$ cat src/hw/rtl/resp_pkg.sv
`timescale 1ns / 1ps
`default_nettype none
// ----------------------------------------------------------------------------
// resp_pkg
// Types and constants shared by the RESP2 reply parser modules.
// ----------------------------------------------------------------------------
package resp_pkg;

    typedef enum logic [3:0] {
        M_FRESH,
        M_TYPE,
        M_TYPE_NOSER,
        M_SERIAL,
        M_LINE,
        M_NUMBER,
        M_BULK,
        M_TRAIL
    } mode_t;

    localparam logic [2:0] EV_NONE   = 3'd0;
    localparam logic [2:0] EV_DATA   = 3'd1;
    localparam logic [2:0] EV_STREND = 3'd2;
    localparam logic [2:0] EV_INT    = 3'd3;
    localparam logic [2:0] EV_NIL    = 3'd4;
    localparam logic [2:0] EV_ARRAY  = 3'd5;
    localparam logic [2:0] EV_SERIAL = 3'd6;
    localparam logic [2:0] EV_ERROR  = 3'd7;

    localparam logic [2:0] T_ERR  = 3'd0;
    localparam logic [2:0] T_STAT = 3'd1;
    localparam logic [2:0] T_INT  = 3'd2;
    localparam logic [2:0] T_BULK = 3'd3;
    localparam logic [2:0] T_ARR  = 3'd4;

    localparam logic [7:0] CH_AT    = 8'h40;
    localparam logic [7:0] CH_DOLL  = 8'h24;
    localparam logic [7:0] CH_STAR  = 8'h2a;
    localparam logic [7:0] CH_COLON = 8'h3a;
    localparam logic [7:0] CH_CR    = 8'h0d;
    localparam logic [7:0] CH_LF    = 8'h0a;
    localparam logic [7:0] CH_MINUS = 8'h2d;
    localparam logic [7:0] CH_PLUS  = 8'h2b;
    localparam logic [7:0] CH_0     = 8'h30;
    localparam logic [7:0] CH_9     = 8'h39;

    localparam logic [1:0] NR_GOON = 2'd0;
    localparam logic [1:0] NR_DONE = 2'd1;
    localparam logic [1:0] NR_LONG = 2'd2;

    // datapath status to controller: number line, hold byte and bulk counter
    typedef struct packed {
        logic [1:0] result;
        logic       value_neg;
        logic       count_nil;
        logic       count_pos;
        logic       bulk_zero;
        logic       bulk_last;
        logic       hold_crlf;
        logic       hold_valid;
        logic       cr_pending;
    } dp_stat_t;

    // datapath commands
    typedef struct packed {
        logic num_start;
        logic num_byte;
        logic line_byte;
        logic hold_clear;
        logic bulk_load;
        logic bulk_dec;
        logic cr_set;
        logic cr_clear;
    } dp_cmd_t;

endpackage
`default_nettype wire

$ cat src/hw/rtl/resp_datapath.sv
`timescale 1ns / 1ps
`default_nettype none
// ----------------------------------------------------------------------------
// resp_datapath
// Number line accumulator, status line hold byte and bulk byte counter.
// ----------------------------------------------------------------------------
module resp_datapath
    import resp_pkg::*;
#(
    parameter int COUNT_WIDTH = 32
) (
    input  wire logic        aclk,
    input  wire logic        aresetn,
    input  wire logic [7:0]  in_byte,
    input  wire logic [6:0]  line_limit,
    input  wire dp_cmd_t     cmd,
    output dp_stat_t         stat,
    output logic [63:0]      num_value,
    output logic [7:0]       hold_byte
);
    logic [63:0] accum_reg, accum_next;
    logic        neg_reg, neg_next;
    logic        bad_reg, bad_next;
    logic [6:0]  dcnt_reg, dcnt_next;
    logic        cr_reg, cr_next;
    logic [63:0] bulk_reg, bulk_next;
    logic [7:0]  hold_reg, hold_next;
    logic        hv_reg, hv_next;
    logic [63:0] cnt_ext;
    logic [63:0] acc_a;
    logic        neg_a, bad_a;
    logic [6:0]  dcnt_a;
    logic        do_content;
    logic [7:0]  cbyte;
    logic [1:0]  nr_res;

    always_comb begin
        num_value = bad_reg ? '1 : (neg_reg ? (64'd0 - accum_reg) : accum_reg);
        if (COUNT_WIDTH >= 64) begin
            cnt_ext = num_value;
        end else begin
            cnt_ext = 64'(signed'(num_value[COUNT_WIDTH-1:0]));
        end
    end

    // content of one number byte, given the current state
    function automatic void content(input logic [7:0] b, input logic [63:0] ai,
                                    input logic ni, input logic bi, input logic [6:0] di,
                                    output logic [63:0] ao, output logic no,
                                    output logic bo, output logic [6:0] dout);
        ao = ai; no = ni; bo = bi; dout = di;
        if (di == 7'd0 && (b == CH_MINUS || b == CH_PLUS)) begin
            no = (b == CH_MINUS);
        end else if (b >= CH_0 && b <= CH_9) begin
            ao = (ai << 3) + (ai << 1) + {60'd0, b[3:0]};
        end else begin
            bo = 1'b1;
        end
        if (di != 7'd127) dout = di + 7'd1;
    endfunction

    always_comb begin
        accum_next = accum_reg; neg_next = neg_reg; bad_next = bad_reg;
        dcnt_next = dcnt_reg; cr_next = cr_reg; bulk_next = bulk_reg;
        hold_next = hold_reg; hv_next = hv_reg;
        nr_res = NR_GOON;
        acc_a = accum_reg; neg_a = neg_reg; bad_a = bad_reg; dcnt_a = dcnt_reg;
        do_content = 1'b0; cbyte = in_byte;
        if (cr_reg && in_byte == CH_LF) begin
            nr_res = (dcnt_reg >= line_limit) ? NR_LONG : NR_DONE;
        end else if (cr_reg) begin
            content(CH_CR, accum_reg, neg_reg, bad_reg, dcnt_reg, acc_a, neg_a, bad_a, dcnt_a);
        end
        if (in_byte != CH_CR) begin
            do_content = 1'b1;
        end
        if (cmd.num_byte && !(cr_reg && in_byte == CH_LF)) begin
            if (do_content) begin
                content(cbyte, acc_a, neg_a, bad_a, dcnt_a,
                        accum_next, neg_next, bad_next, dcnt_next);
            end else begin
                accum_next = acc_a; neg_next = neg_a; bad_next = bad_a; dcnt_next = dcnt_a;
            end
            cr_next = (in_byte == CH_CR);
        end else if (cmd.num_byte) begin
            cr_next = 1'b0;
        end
        if (cmd.num_start) begin
            accum_next = '0; neg_next = 1'b0; bad_next = 1'b0;
            dcnt_next = '0; cr_next = 1'b0;
        end
        if (cmd.bulk_load) bulk_next = num_value;
        if (cmd.bulk_dec) bulk_next = bulk_reg - 64'd1;
        if (cmd.cr_set) cr_next = 1'b1;
        if (cmd.cr_clear) cr_next = 1'b0;
        if (cmd.line_byte) begin
            hold_next = in_byte;
            hv_next = 1'b1;
        end
        if (cmd.hold_clear) hv_next = 1'b0;
    end

    always_comb begin
        stat.result = nr_res;
        stat.value_neg = num_value[63];
        stat.count_nil = (cnt_ext == '1);
        stat.count_pos = (cnt_ext != 64'd0) && !cnt_ext[63];
        stat.bulk_zero = (num_value == 64'd0);
        stat.bulk_last = (bulk_reg == 64'd1);
        stat.hold_crlf = hv_reg && hold_reg == CH_CR && in_byte == CH_LF;
        stat.hold_valid = hv_reg;
        stat.cr_pending = cr_reg;
        hold_byte = hv_reg ? hold_reg : 8'd0;
    end

    always_ff @(posedge aclk) begin
        if (!aresetn) begin
            accum_reg <= '0; neg_reg <= 1'b0; bad_reg <= 1'b0; dcnt_reg <= '0;
            cr_reg <= 1'b0; bulk_reg <= '0; hv_reg <= 1'b0; hold_reg <= '0;
        end else begin
            accum_reg <= accum_next; neg_reg <= neg_next; bad_reg <= bad_next;
            dcnt_reg <= dcnt_next; cr_reg <= cr_next; bulk_reg <= bulk_next;
            hv_reg <= hv_next; hold_reg <= hold_next;
        end
    end
endmodule
`default_nettype wire

$ cat src/hw/rtl/resp_controller.sv
`timescale 1ns / 1ps
`default_nettype none
// ----------------------------------------------------------------------------
// resp_controller
// Parse mode state machine and array nesting stack.
// ----------------------------------------------------------------------------
module resp_controller
    import resp_pkg::*;
#(
    parameter int MAX_DEPTH   = 8,
    parameter int COUNT_WIDTH = 32
) (
    input  wire logic        aclk,
    input  wire logic        aresetn,
    input  wire logic        step,
    input  wire logic [7:0]  in_byte,
    input  wire logic        restart,
    input  wire logic [15:0] pipe_count,
    input  wire dp_stat_t    stat,
    input  wire logic [63:0] num_value,
    input  wire logic [7:0]  hold_byte,
    output dp_cmd_t          cmd,
    output logic [2:0]       ev,
    output logic [2:0]       etype,
    output logic [63:0]      val,
    output logic [7:0]       dat,
    output logic [3:0]       lvl,
    output logic             done
);
    localparam int SW = $clog2(MAX_DEPTH + 1);
    localparam int RW = (COUNT_WIDTH > 16) ? COUNT_WIDTH : 16;

    mode_t mode_reg, mode_next, mode_eff;
    logic [RW-1:0] rem_reg [MAX_DEPTH+1];
    logic [RW-1:0] idx_reg [MAX_DEPTH+1];
    logic [SW-1:0] top_reg, top_next, top_eff, pop_top;
    logic [2:0] typ_reg, typ_next;
    logic ser_reg, ser_next, err_reg, err_next;
    logic err_eff, fresh, pipe, finish, fail, push, adv_done;
    logic [MAX_DEPTH:0] lvl_last;
    logic [COUNT_WIDTH-1:0] cnt;

    assign pipe = pipe_count > 16'd1;
    assign err_eff = err_reg && !restart;
    assign fresh = !err_eff && (restart || mode_reg == M_FRESH);
    assign mode_eff = fresh ? M_TYPE : mode_reg;
    assign top_eff = fresh ? (pipe ? SW'(1) : SW'(0)) : top_reg;
    assign cnt = num_value[COUNT_WIDTH-1:0];

    // per level: this element is the last of its parent
    always_comb begin
        lvl_last[0] = 1'b1;
        for (int t = 1; t <= MAX_DEPTH; t++) begin
            if (fresh) begin
                lvl_last[t] = (t == 1) ? (RW'(1) >= RW'(pipe_count)) : 1'b1;
            end else begin
                lvl_last[t] = (idx_reg[t] + RW'(1)) >= rem_reg[t-1];
            end
        end
    end

    // pop search: highest level not yet on its last element
    always_comb begin
        pop_top = '0;
        for (int t = 1; t <= MAX_DEPTH; t++) begin
            if (t <= int'(top_eff) && !lvl_last[t]) pop_top = SW'(t);
        end
        adv_done = (pop_top == '0);
    end

    always_comb begin
        cmd = '0; ev = EV_NONE; val = '0; dat = '0; finish = 1'b0; fail = 1'b0;
        push = 1'b0; mode_next = mode_eff; typ_next = typ_reg; ser_next = ser_reg;
        if (fresh) ser_next = 1'b0;
        unique case (mode_eff)
            M_TYPE, M_TYPE_NOSER: begin
                if (in_byte == CH_AT && mode_eff == M_TYPE &&
                    (!(fresh ? 1'b0 : ser_reg) || (pipe && top_eff == SW'(1)))) begin
                    cmd.num_start = 1'b1;
                    mode_next = M_SERIAL;
                end else begin
                    ser_next = 1'b1;
                    cmd.hold_clear = 1'b1;
                    cmd.num_start = 1'b1;
                    unique case (in_byte)
                        CH_MINUS: begin typ_next = T_ERR;  mode_next = M_LINE; end
                        CH_PLUS:  begin typ_next = T_STAT; mode_next = M_LINE; end
                        CH_COLON: begin typ_next = T_INT;  mode_next = M_NUMBER; end
                        CH_DOLL:  begin typ_next = T_BULK; mode_next = M_NUMBER; end
                        CH_STAR: begin
                            typ_next = T_ARR;
                            if (int'(top_eff) >= MAX_DEPTH) fail = 1'b1;
                            else mode_next = M_NUMBER;
                        end
                        default: begin typ_next = T_ERR; fail = 1'b1; end
                    endcase
                end
            end
            M_SERIAL: begin
                cmd.num_byte = 1'b1;
                if (stat.result == NR_LONG) fail = 1'b1;
                else if (stat.result == NR_DONE) begin
                    ev = EV_SERIAL; val = num_value; ser_next = 1'b1;
                    mode_next = M_TYPE_NOSER;
                end
            end
            M_LINE: begin
                if (stat.hold_crlf) begin
                    cmd.hold_clear = 1'b1; ev = EV_STREND; finish = 1'b1;
                end else begin
                    if (stat.hold_valid) begin
                        ev = EV_DATA;
                    end
                    dat = hold_byte;
                    cmd.line_byte = 1'b1;
                end
            end
            M_NUMBER: begin
                cmd.num_byte = 1'b1;
                if (stat.result == NR_LONG) fail = 1'b1;
                else if (stat.result == NR_DONE) begin
                    if (typ_reg == T_BULK) begin
                        if (stat.value_neg) begin ev = EV_NIL; finish = 1'b1; end
                        else begin
                            cmd.bulk_load = 1'b1; cmd.cr_clear = 1'b1;
                            mode_next = stat.bulk_zero ? M_TRAIL : M_BULK;
                        end
                    end else if (typ_reg == T_ARR) begin
                        if (stat.count_nil) begin ev = EV_NIL; finish = 1'b1; end
                        else if (stat.count_pos && int'(top_eff) < MAX_DEPTH) begin
                            ev = EV_ARRAY;
                            val = 64'(signed'(cnt));
                            push = 1'b1;
                            mode_next = M_TYPE;
                        end else begin ev = EV_ARRAY; finish = 1'b1; end
                    end else begin
                        ev = EV_INT; val = num_value; finish = 1'b1;
                    end
                end
            end
            M_BULK: begin
                ev = EV_DATA; dat = in_byte; cmd.bulk_dec = 1'b1;
                if (stat.bulk_last) begin cmd.cr_clear = 1'b1; mode_next = M_TRAIL; end
            end
            M_TRAIL: begin
                if (!stat.cr_pending) cmd.cr_set = 1'b1;
                else begin cmd.cr_clear = 1'b1; ev = EV_STREND; finish = 1'b1; end
            end
            default: mode_next = M_FRESH;
        endcase
        done = 1'b0;
        top_next = top_eff;
        err_next = err_eff;
        if (err_eff) begin
            cmd = '0; ev = EV_ERROR; val = '0; dat = '0;
            mode_next = mode_reg; typ_next = typ_reg; ser_next = ser_reg;
        end else if (fail) begin
            err_next = 1'b1; ev = EV_ERROR; val = '0; dat = '0;
        end else if (push) begin
            top_next = top_eff + SW'(1);
        end else if (finish) begin
            top_next = pop_top;
            if (adv_done) begin done = 1'b1; mode_next = M_FRESH; end
            else mode_next = M_TYPE;
        end
        etype = (ev == EV_NONE || ev == EV_SERIAL) ? 3'd0 : (err_eff ? typ_reg : typ_next);
        lvl = 4'(top_eff);
    end

    always_ff @(posedge aclk) begin
        if (!aresetn) begin
            mode_reg <= M_FRESH; top_reg <= '0; typ_reg <= '0;
            ser_reg <= 1'b0; err_reg <= 1'b0;
            for (int t = 0; t <= MAX_DEPTH; t++) begin
                rem_reg[t] <= '0; idx_reg[t] <= '0;
            end
        end else if (step) begin
            mode_reg <= mode_next; top_reg <= top_next; typ_reg <= typ_next;
            ser_reg <= ser_next; err_reg <= err_next;
            if (fresh) begin
                for (int t = 0; t <= MAX_DEPTH; t++) begin
                    rem_reg[t] <= '0; idx_reg[t] <= '0;
                end
                if (pipe) rem_reg[0] <= RW'(pipe_count);
            end
            if (!err_eff && !fail && push) begin
                rem_reg[top_eff] <= RW'(cnt);
                idx_reg[top_eff + SW'(1)] <= '0;
            end else if (!err_eff && !fail && finish && !adv_done) begin
                idx_reg[pop_top] <= (fresh ? RW'(0) : idx_reg[pop_top]) + RW'(1);
            end
        end
    end
endmodule
`default_nettype wire

$ cat src/hw/rtl/resp_reply_stream_parser_unit.sv
`timescale 1ns / 1ps
`default_nettype none
// ----------------------------------------------------------------------------
// resp_reply_stream_parser_unit
// RESP2 reply stream parser, one event per input byte.
// ----------------------------------------------------------------------------
// Each accepted byte yields one event transaction. A byte is taken in the
// cycle its valid is seen once the output register is free, so the block
// runs at one byte per cycle while the sink keeps up; the parse state
// updates in the same cycle through the mode controller and the nesting
// stack pop search.
module resp_reply_stream_parser_unit
    import resp_pkg::*;
#(
    parameter int MAX_DEPTH   = 8,
    parameter int COUNT_WIDTH = 32
) (
    input  wire logic        aclk,
    input  wire logic        aresetn,
    input  wire logic        cfg_we,
    input  wire logic [0:0]  cfg_index,
    input  wire logic [15:0] cfg_data,
    input  wire logic        s_valid,
    output logic             s_ready,
    input  wire logic [7:0]  s_in_byte,
    input  wire logic        s_restart,
    output logic             m_valid,
    input  wire logic        m_ready,
    output logic [2:0]       m_event_res,
    output logic [2:0]       m_elem_type,
    output logic signed [63:0] m_value,
    output logic [7:0]       m_data_out,
    output logic [3:0]       m_level,
    output logic             m_reply_done
);
    logic [15:0] pc_reg;
    logic [6:0]  ll_reg;
    logic        step, ov_reg;
    dp_cmd_t     cmd, cmd_g;
    dp_stat_t    stat;
    logic [63:0] num_value, val;
    logic [7:0]  hold_byte, dat;
    logic [2:0]  ev, et;
    logic [3:0]  lvl;
    logic        done;

    assign s_ready = !ov_reg || m_ready;
    assign step = s_valid && s_ready;
    assign cmd_g = step ? cmd : dp_cmd_t'('0);
    assign m_valid = ov_reg;

    always_ff @(posedge aclk) begin
        if (!aresetn) begin
            pc_reg <= 16'd1; ll_reg <= 7'd32;
        end else if (cfg_we) begin
            if (cfg_index == 1'b0) pc_reg <= cfg_data;
            else ll_reg <= cfg_data[6:0];
        end
    end

    resp_datapath #(.COUNT_WIDTH(COUNT_WIDTH)) u_dp (
        .aclk(aclk), .aresetn(aresetn), .in_byte(s_in_byte), .line_limit(ll_reg),
        .cmd(cmd_g), .stat(stat), .num_value(num_value), .hold_byte(hold_byte)
    );

    resp_controller #(.MAX_DEPTH(MAX_DEPTH), .COUNT_WIDTH(COUNT_WIDTH)) u_ctl (
        .aclk(aclk), .aresetn(aresetn), .step(step), .in_byte(s_in_byte),
        .restart(s_restart), .pipe_count(pc_reg), .stat(stat),
        .num_value(num_value), .hold_byte(hold_byte), .cmd(cmd), .ev(ev),
        .etype(et), .val(val), .dat(dat), .lvl(lvl), .done(done)
    );

    always_ff @(posedge aclk) begin
        if (!aresetn) begin
            ov_reg <= 1'b0;
        end else if (step) begin
            ov_reg <= 1'b1;
        end else if (m_ready) begin
            ov_reg <= 1'b0;
        end
    end

    always_ff @(posedge aclk) begin
        if (step) begin
            m_event_res <= ev; m_elem_type <= et; m_value <= val;
            m_data_out <= dat; m_level <= lvl; m_reply_done <= done;
        end
    end
endmodule
`default_nettype wire

$ cat config.mk
export PLATFORM = sky130hd
export DESIGN_NAME = resp_reply_stream_parser_unit
export DESIGN_NICKNAME = d
export VERILOG_FILES = /design/src/hw/rtl/resp_pkg.sv /design/src/hw/rtl/resp_datapath.sv /design/src/hw/rtl/resp_controller.sv /design/src/hw/rtl/resp_reply_stream_parser_unit.sv
export SDC_FILE = /design/constraint.sdc
export NUM_CORES = 2
export LEC_CHECK = 0
export BUFFER_PORTS_ARGS = -buffer_cell sky130_fd_sc_hd__buf_2
export CAP_MARGIN = 5
export CELL_PAD_IN_SITES_DETAIL_PLACEMENT = 2
export CELL_PAD_IN_SITES_GLOBAL_PLACEMENT = 2
export CORE_AREA = 4 4 349 351
export CTS_CLUSTER_DIAMETER = 200
export DETAILED_ROUTE_END_ITERATION = 6
export DIE_AREA = 0 0 353 355
export HOLD_SLACK_MARGIN = 0.05
export PLACE_DENSITY = 0.85
export SETUP_SLACK_MARGIN = 0.05
export SLEW_MARGIN = 40
export SYNTH_ARGS = -nofsm -noshare
export SYNTH_HDL_FRONTEND = slang
export SYNTH_SLANG_ARGS = --single-unit
$ cat constraint.sdc
create_clock -name aclk -period 12.85 [get_ports aclk]
set_clock_uncertainty 0.2 [all_clocks]
set_input_delay 3.855 -clock aclk [delete_from_list [all_inputs] [get_ports aclk]]
set_output_delay 3.855 -clock aclk [all_outputs]
set_load 0.02 [all_outputs]
## Word-level counts from Yosys, hierarchy flattened

Memory sizes are Yosys's and may differ from the RTL's.
Cells that the tools add are included.

| word-level totals | value |
|---|---|
| register bits | 267 |
| bits in latches | 0 |
| memory bits (writable) | 576 |
| ROM bits | 0 |
| input bits | 31 |
| output and inout port bits | 85 |
| memories | 2 |

Memories:

| name | depth | bits a word | rd ports | clocked after memory_dff | write ports | RTL line | text |
|---|---|---|---|---|---|---|---|
| u_ctl.idx_reg | 9 | 32 | 9 | 0 | 9 | resp_controller.sv:35 | `logic [RW-1:0] idx_reg [MAX_DEPTH+1];` |
| u_ctl.rem_reg | 9 | 32 | 8 | 0 | 9 | resp_controller.sv:34 | `logic [RW-1:0] rem_reg [MAX_DEPTH+1];` |

| cells by class | value |
|---|---|
| $add $sub $neg | 16 |
| multipliers | 0 |
| divide/modulo/power cells | 0 |
| order comparisons | 23 |
| equal/unequal tests | 27 |
| shift operators | 0 |
| mux-type cells | 192 |
| bitwise gates (word level) | 24 |
| reduce and logical (&&, ||, !) cells | 75 |

Operator list:

| cell | number |
|---|---|
| 2-to-1 mux 64 bit | 12 |
| 2-to-1 mux 32 bit | 23 |
| adder 32 x 1 -> 32 bit (second input constant) | 9 |
| greater-or-equal comparator 32 bit | 8 |
| one-hot mux 64 bit (2 select lines) | 1 |
| 2-to-1 mux 4 bit | 25 |
| OR reduction 32 bit | 3 |
| 2-to-1 mux 1 bit | 88 |
| adder 64 x 4 -> 64 bit | 1 |
| adder 64 bit | 1 |
| equality test 64 x 1 -> 1 bit (second input constant) | 1 |
| equality test 64 bit (second input constant) | 1 |
| zero test 64 bit | 1 |
| nonzero test 64 bit | 1 |
| subtractor 1 x 64 -> 64 bit (first input constant) | 1 |
| subtractor 64 x 1 -> 64 bit (second input constant) | 1 |
| 2-to-1 mux 3 bit | 17 |
| equality test 8 x 6 -> 1 bit (second input constant) | 5 |
| 2-to-1 mux 7 bit | 5 |
| 2-to-1 mux 8 bit | 4 |
| logical AND 1 bit | 26 |
| equality test 8 x 4 -> 1 bit (second input constant) | 3 |
| one-hot mux 4 bit (5 select lines) | 1 |
| bitwise OR 1 bit | 19 |
| other kinds (43) | 100 |

## Longest topological paths before layout

| logic depth | value |
|---|---|
| depth after elaboration | 25 |
| mapped depth | 31 |
| depth with buffers taken out | 28 |

## Hierarchy

From an unflattened synthesis, not the netlist that was laid out.

| unflattened totals | value |
|---|---|
| cells, all modules | 5,650 |
| area total of the unflattened synthesis | 52,415.3 sq um |

By module, submodules not included:

| module | times used | cells an instance | area an instance (sq um) | seq. area each (sq um) |
|---|---|---|---|---|
| resp_controller | 1 | 3,603 | 35,575.4 | 16,595.9 |
| resp_datapath | 1 | 1,854 | 13,312.8 | 2,942.8 |
| resp_reply_stream_parser_unit | 1 | 193 | 3,527.1 | 2,972.9 |

## Least setup slack after synthesis

Ideal clock, no wire load.

| timing | value |
|---|---|
| path type | input port to flip-flop |
| start | input s_restart |
| end | memory u_ctl.idx_reg[1][28] (netlist bit) (data pin) |
| arrival | 9.342 ns |
| data required time | 12.378 ns |
| setup slack | 3.037 ns |
| cell stages on the path | 27 |
| path buffers | 5 |
| cells stage by stage | clkbuf_1 > a21o_1 > buf_2 > nor2_1 > nor2_1 > ha_1 > nor2_1 > a221oi_1 > o311ai_0 > a211o_1 > a31o_2 > a211oi_1 > nor2_1 > buf_4 > buf_2 > mux2i_1 > mux2_2 > o211ai_1 > nand2_1 > inv_1 > ha_1 > and3_1 > clkbuf_1 > nand4_1 > nor4_1 > xor2_1 > nor2_1 |

RTL lines:

| element | RTL line | text |
|---|---|---|
| start, declared | resp_reply_stream_parser_unit.sv:26 | `input wire logic s_restart,` |
| end, declared | resp_controller.sv:35 |  |

==> results.toml <==
[cells_and_area]
post_route_cells_drive_above_1_share_pct = 9.07
fin_nets = 6173
finish.utilization_pct = 48.7
mostFrequentLayoutCells = "nor2_1 (885), edfxtp_1 (627), nand2_1 (499), ha_1 (402), inv_1 (326)"
layout_commonest_cell = "nor2_1"
area.growth.synth_to_final_pct = 11.9
largest_register_ffs = 288

[clock_network]
clock_tree_from_tritoncts = "yes"
insertion_delay_ns = 0.71
clock-root-buffer = "clkbuf_16"
clock_tree.htree_level_count = 3
cts.reportedPaths.clkPinSlew_ns = 0.06
post_cts.repair.setup_buffers = 0
cts.hold.buffers_added = 0
ctsLongestPathBuffers = 3
clock_sink_count = 811
post_cts_resized = 0
cts-buffers-inserted = 98

[route]
detailedRoute.firstIterationViolations = 4426
firstDrtPassIters = 7
total_vias_in_the_final_route = 47700
ant_nets = 0
wl_um = 239000
post-route-drc-count = 0
wire_per_inst_um = 32.4
vias_per_cell = 6.47

[die]
core-area_mm2 = 0.119
effective_utilization_at_floorplan_pct = 43.5
fp-row-count = 127
chipWidth_um = 353
design.die.area_mm2 = 0.125
num_ports = 116
y_dimension_of_the_die_um = 355

[timing]
setup-tns-final_ns = 0
drv_slew = 0
report.final.hold_viol_count = 0
timing.max_slew.rel_slack_pct = 35.3
layout_worst_path_cycle_share_pct = 87.6
grt_setup_unrepaired = "false"
worst_pin_slew_ns = 0.971
max_clock_freq_mhz = 88.9
fin_crit_ns = 11.25
setup_violations = 0

[yosys]
netlist.area_leader.share_pct = 36.3
synth-warning-count = 0
synthFlopType = "edfxtp_1"
synth_cell_type_count = 93
synth-seq-cells = 811
mean_instance_size_in_the_synthesized_netlist_um2 = 9.22
synthArstFlopShare_pct = 0
post_synth_inst_count = 5621
cell_type_contributing_the_most_total_cell_area_after_synthesis = "edfxtp_1"
post_synth_main_area_contributors = "edfxtp_1 (36%), ha_1 (9.7%), dfxtp_1 (7.1%)"
synth-edff-count = 627
seq_area_frac_synth_pct = 43.4
synth.cell_area_mm2 = 0.0518

[placement]
finalWeightedCongestion = 0.954
detailed_place_hpwl_um = 172000
numPortBuffers = 115

[global_routing]
grt_first_pass_wirelength_um = 349000
number_of_global_route_vias_before_repair = 51700
largest_net_degree_at_the_start_of_global_routing = 88
grt_overflow = 0
global_route.usage.total_pct = 37.1
antenna_found_initial = 15

[outcome]
result_of_the_run = "finished, final reports clean"

[worst_hold_path]
class_of_the_tightest_hold_or_removal_check = "reg -> reg"
hold_depth = 2

[setup_path]
crit_required_ns = 13.04
crit_path_end_kind = "register"
setup.worst_path.class = "in -> reg"
cp-start-kind = "primary input"
rr_worst_depth = 23
worst-endpoint-arrival_ns = 11.44
crit_path_max_fanout = 20

[pwr]
worst_ir_drop_vdd_mv = 0.101
power.leakage_nw = 23.0
power_density_mw_per_mm2 = 117

[run]
drv.max_cap_violation_count = 0
==> metal layers <==
metal | GRT usage [%] | up-vias | share of wire (%)
met5 | 0 | - | 0.013
met4 | 24.7 | 4 | 8.0
met3 | 6.78 | 773 | 7.6
met2 | 62.8 | 2269 | 47
met1 | 43.1 | 24300 | 37
li1 | - | 20400 | -
==> where the power goes <==
group | switching, mW | internal, mW | total, mW
sequential | 0.155 | 2.97 | 3.12
clock | 1.22 | 1.63 | 2.85
combinational | 0.565 | 0.261 | 0.826
==> per-stage QoR <==
stage	area [um2]	power [mW]	hold WS (ns)	setup WS [ns]	std cells
floorplan	52000	3.56	0.231	3.04	5660
global placement	54400	3.87	0.250	1.56	7183
detailed placement	54700	3.94	0.260	1.16	7185
CTS	57800	6.78	0.269	1.79	7360
global route	57900	6.97	0.303	1.51	7361
finish	58000	6.79	0.273	1.60	7372
==> path summary, 6_finish.rpt <==
kind / start / end / slack [ns]
max: s_restart / u_ctl.idx_reg[2][31] / 1.60
min: u_dp.bulk_reg[41] / u_dp.bulk_reg[41] / 0.27
max reg2reg: u_ctl.idx_reg[8][3] / u_ctl.idx_reg[2][31] / 2.66
min reg2reg: u_dp.bulk_reg[41] / u_dp.bulk_reg[41] / 0.27
==> cells by family (layout without fill, tap and decap cells) <==
family | Yosys count | after routing | synth area share (%)
flops | 811 | 811 | 43.4
simple gates | 2256 | 2256 | 20.2
fa+ha+maj | 404 | 404 | 9.78
compound gates | 1090 | 1090 | 13.7
mux | 85 | 85 | 1.80
xor+xnor | 399 | 399 | 6.74
buf+inv | 575 | 728 | 4.35
other cells | 1 | 51 | 0.00724
==> worst max-delay path: stages <==
cell and delay [ns]:
buf_2 0.16, a21oi_2 0.18, nor2_1 0.10, nor2_1 0.69, ha_1 0.43, nor2_1 0.10
a221oi_1 0.37, o311ai_0 0.20, a211o_1 0.29, a31oi_1 0.38, o211ai_1 0.17, buf_4 0.25
a21oi_2 0.69, nand2_1 0.46, o211ai_1 0.34, a221oi_1 0.15, a2111oi_1 0.74, nand3_1 0.44
nor4b_1 0.48, xor2_1 0.74, nor2_1 0.20
==> cells in the mapped netlist, drive strengths merged, types with 52 or more instances <==
cell type and instances:
mux2i 64, nand2 504, nor2b 54, nor2 891
nor3 114, edfxtp 627, buf 56, o21ai 240
and3 109, xnor2 291, a21o 86, a21boi 52
nand3 225, ha 402, inv 327, nand4 91
a211oi 60, a21oi 288, clkbuf 192, xor2 108
dfxtp 184
==> final cells by class <==
type                       count  area, um2
inverter                     327       1230
tap                         1548       1940
fill                       12700      61000
clock buffer                 130       2740
clock inverter                45        407
sequential                   811      22500
antenna                       11       27.5
timing repair buffer         226       1440
multi-input combinational   4274      27700
No activity file was read; power rests on OpenSTA's default activity.
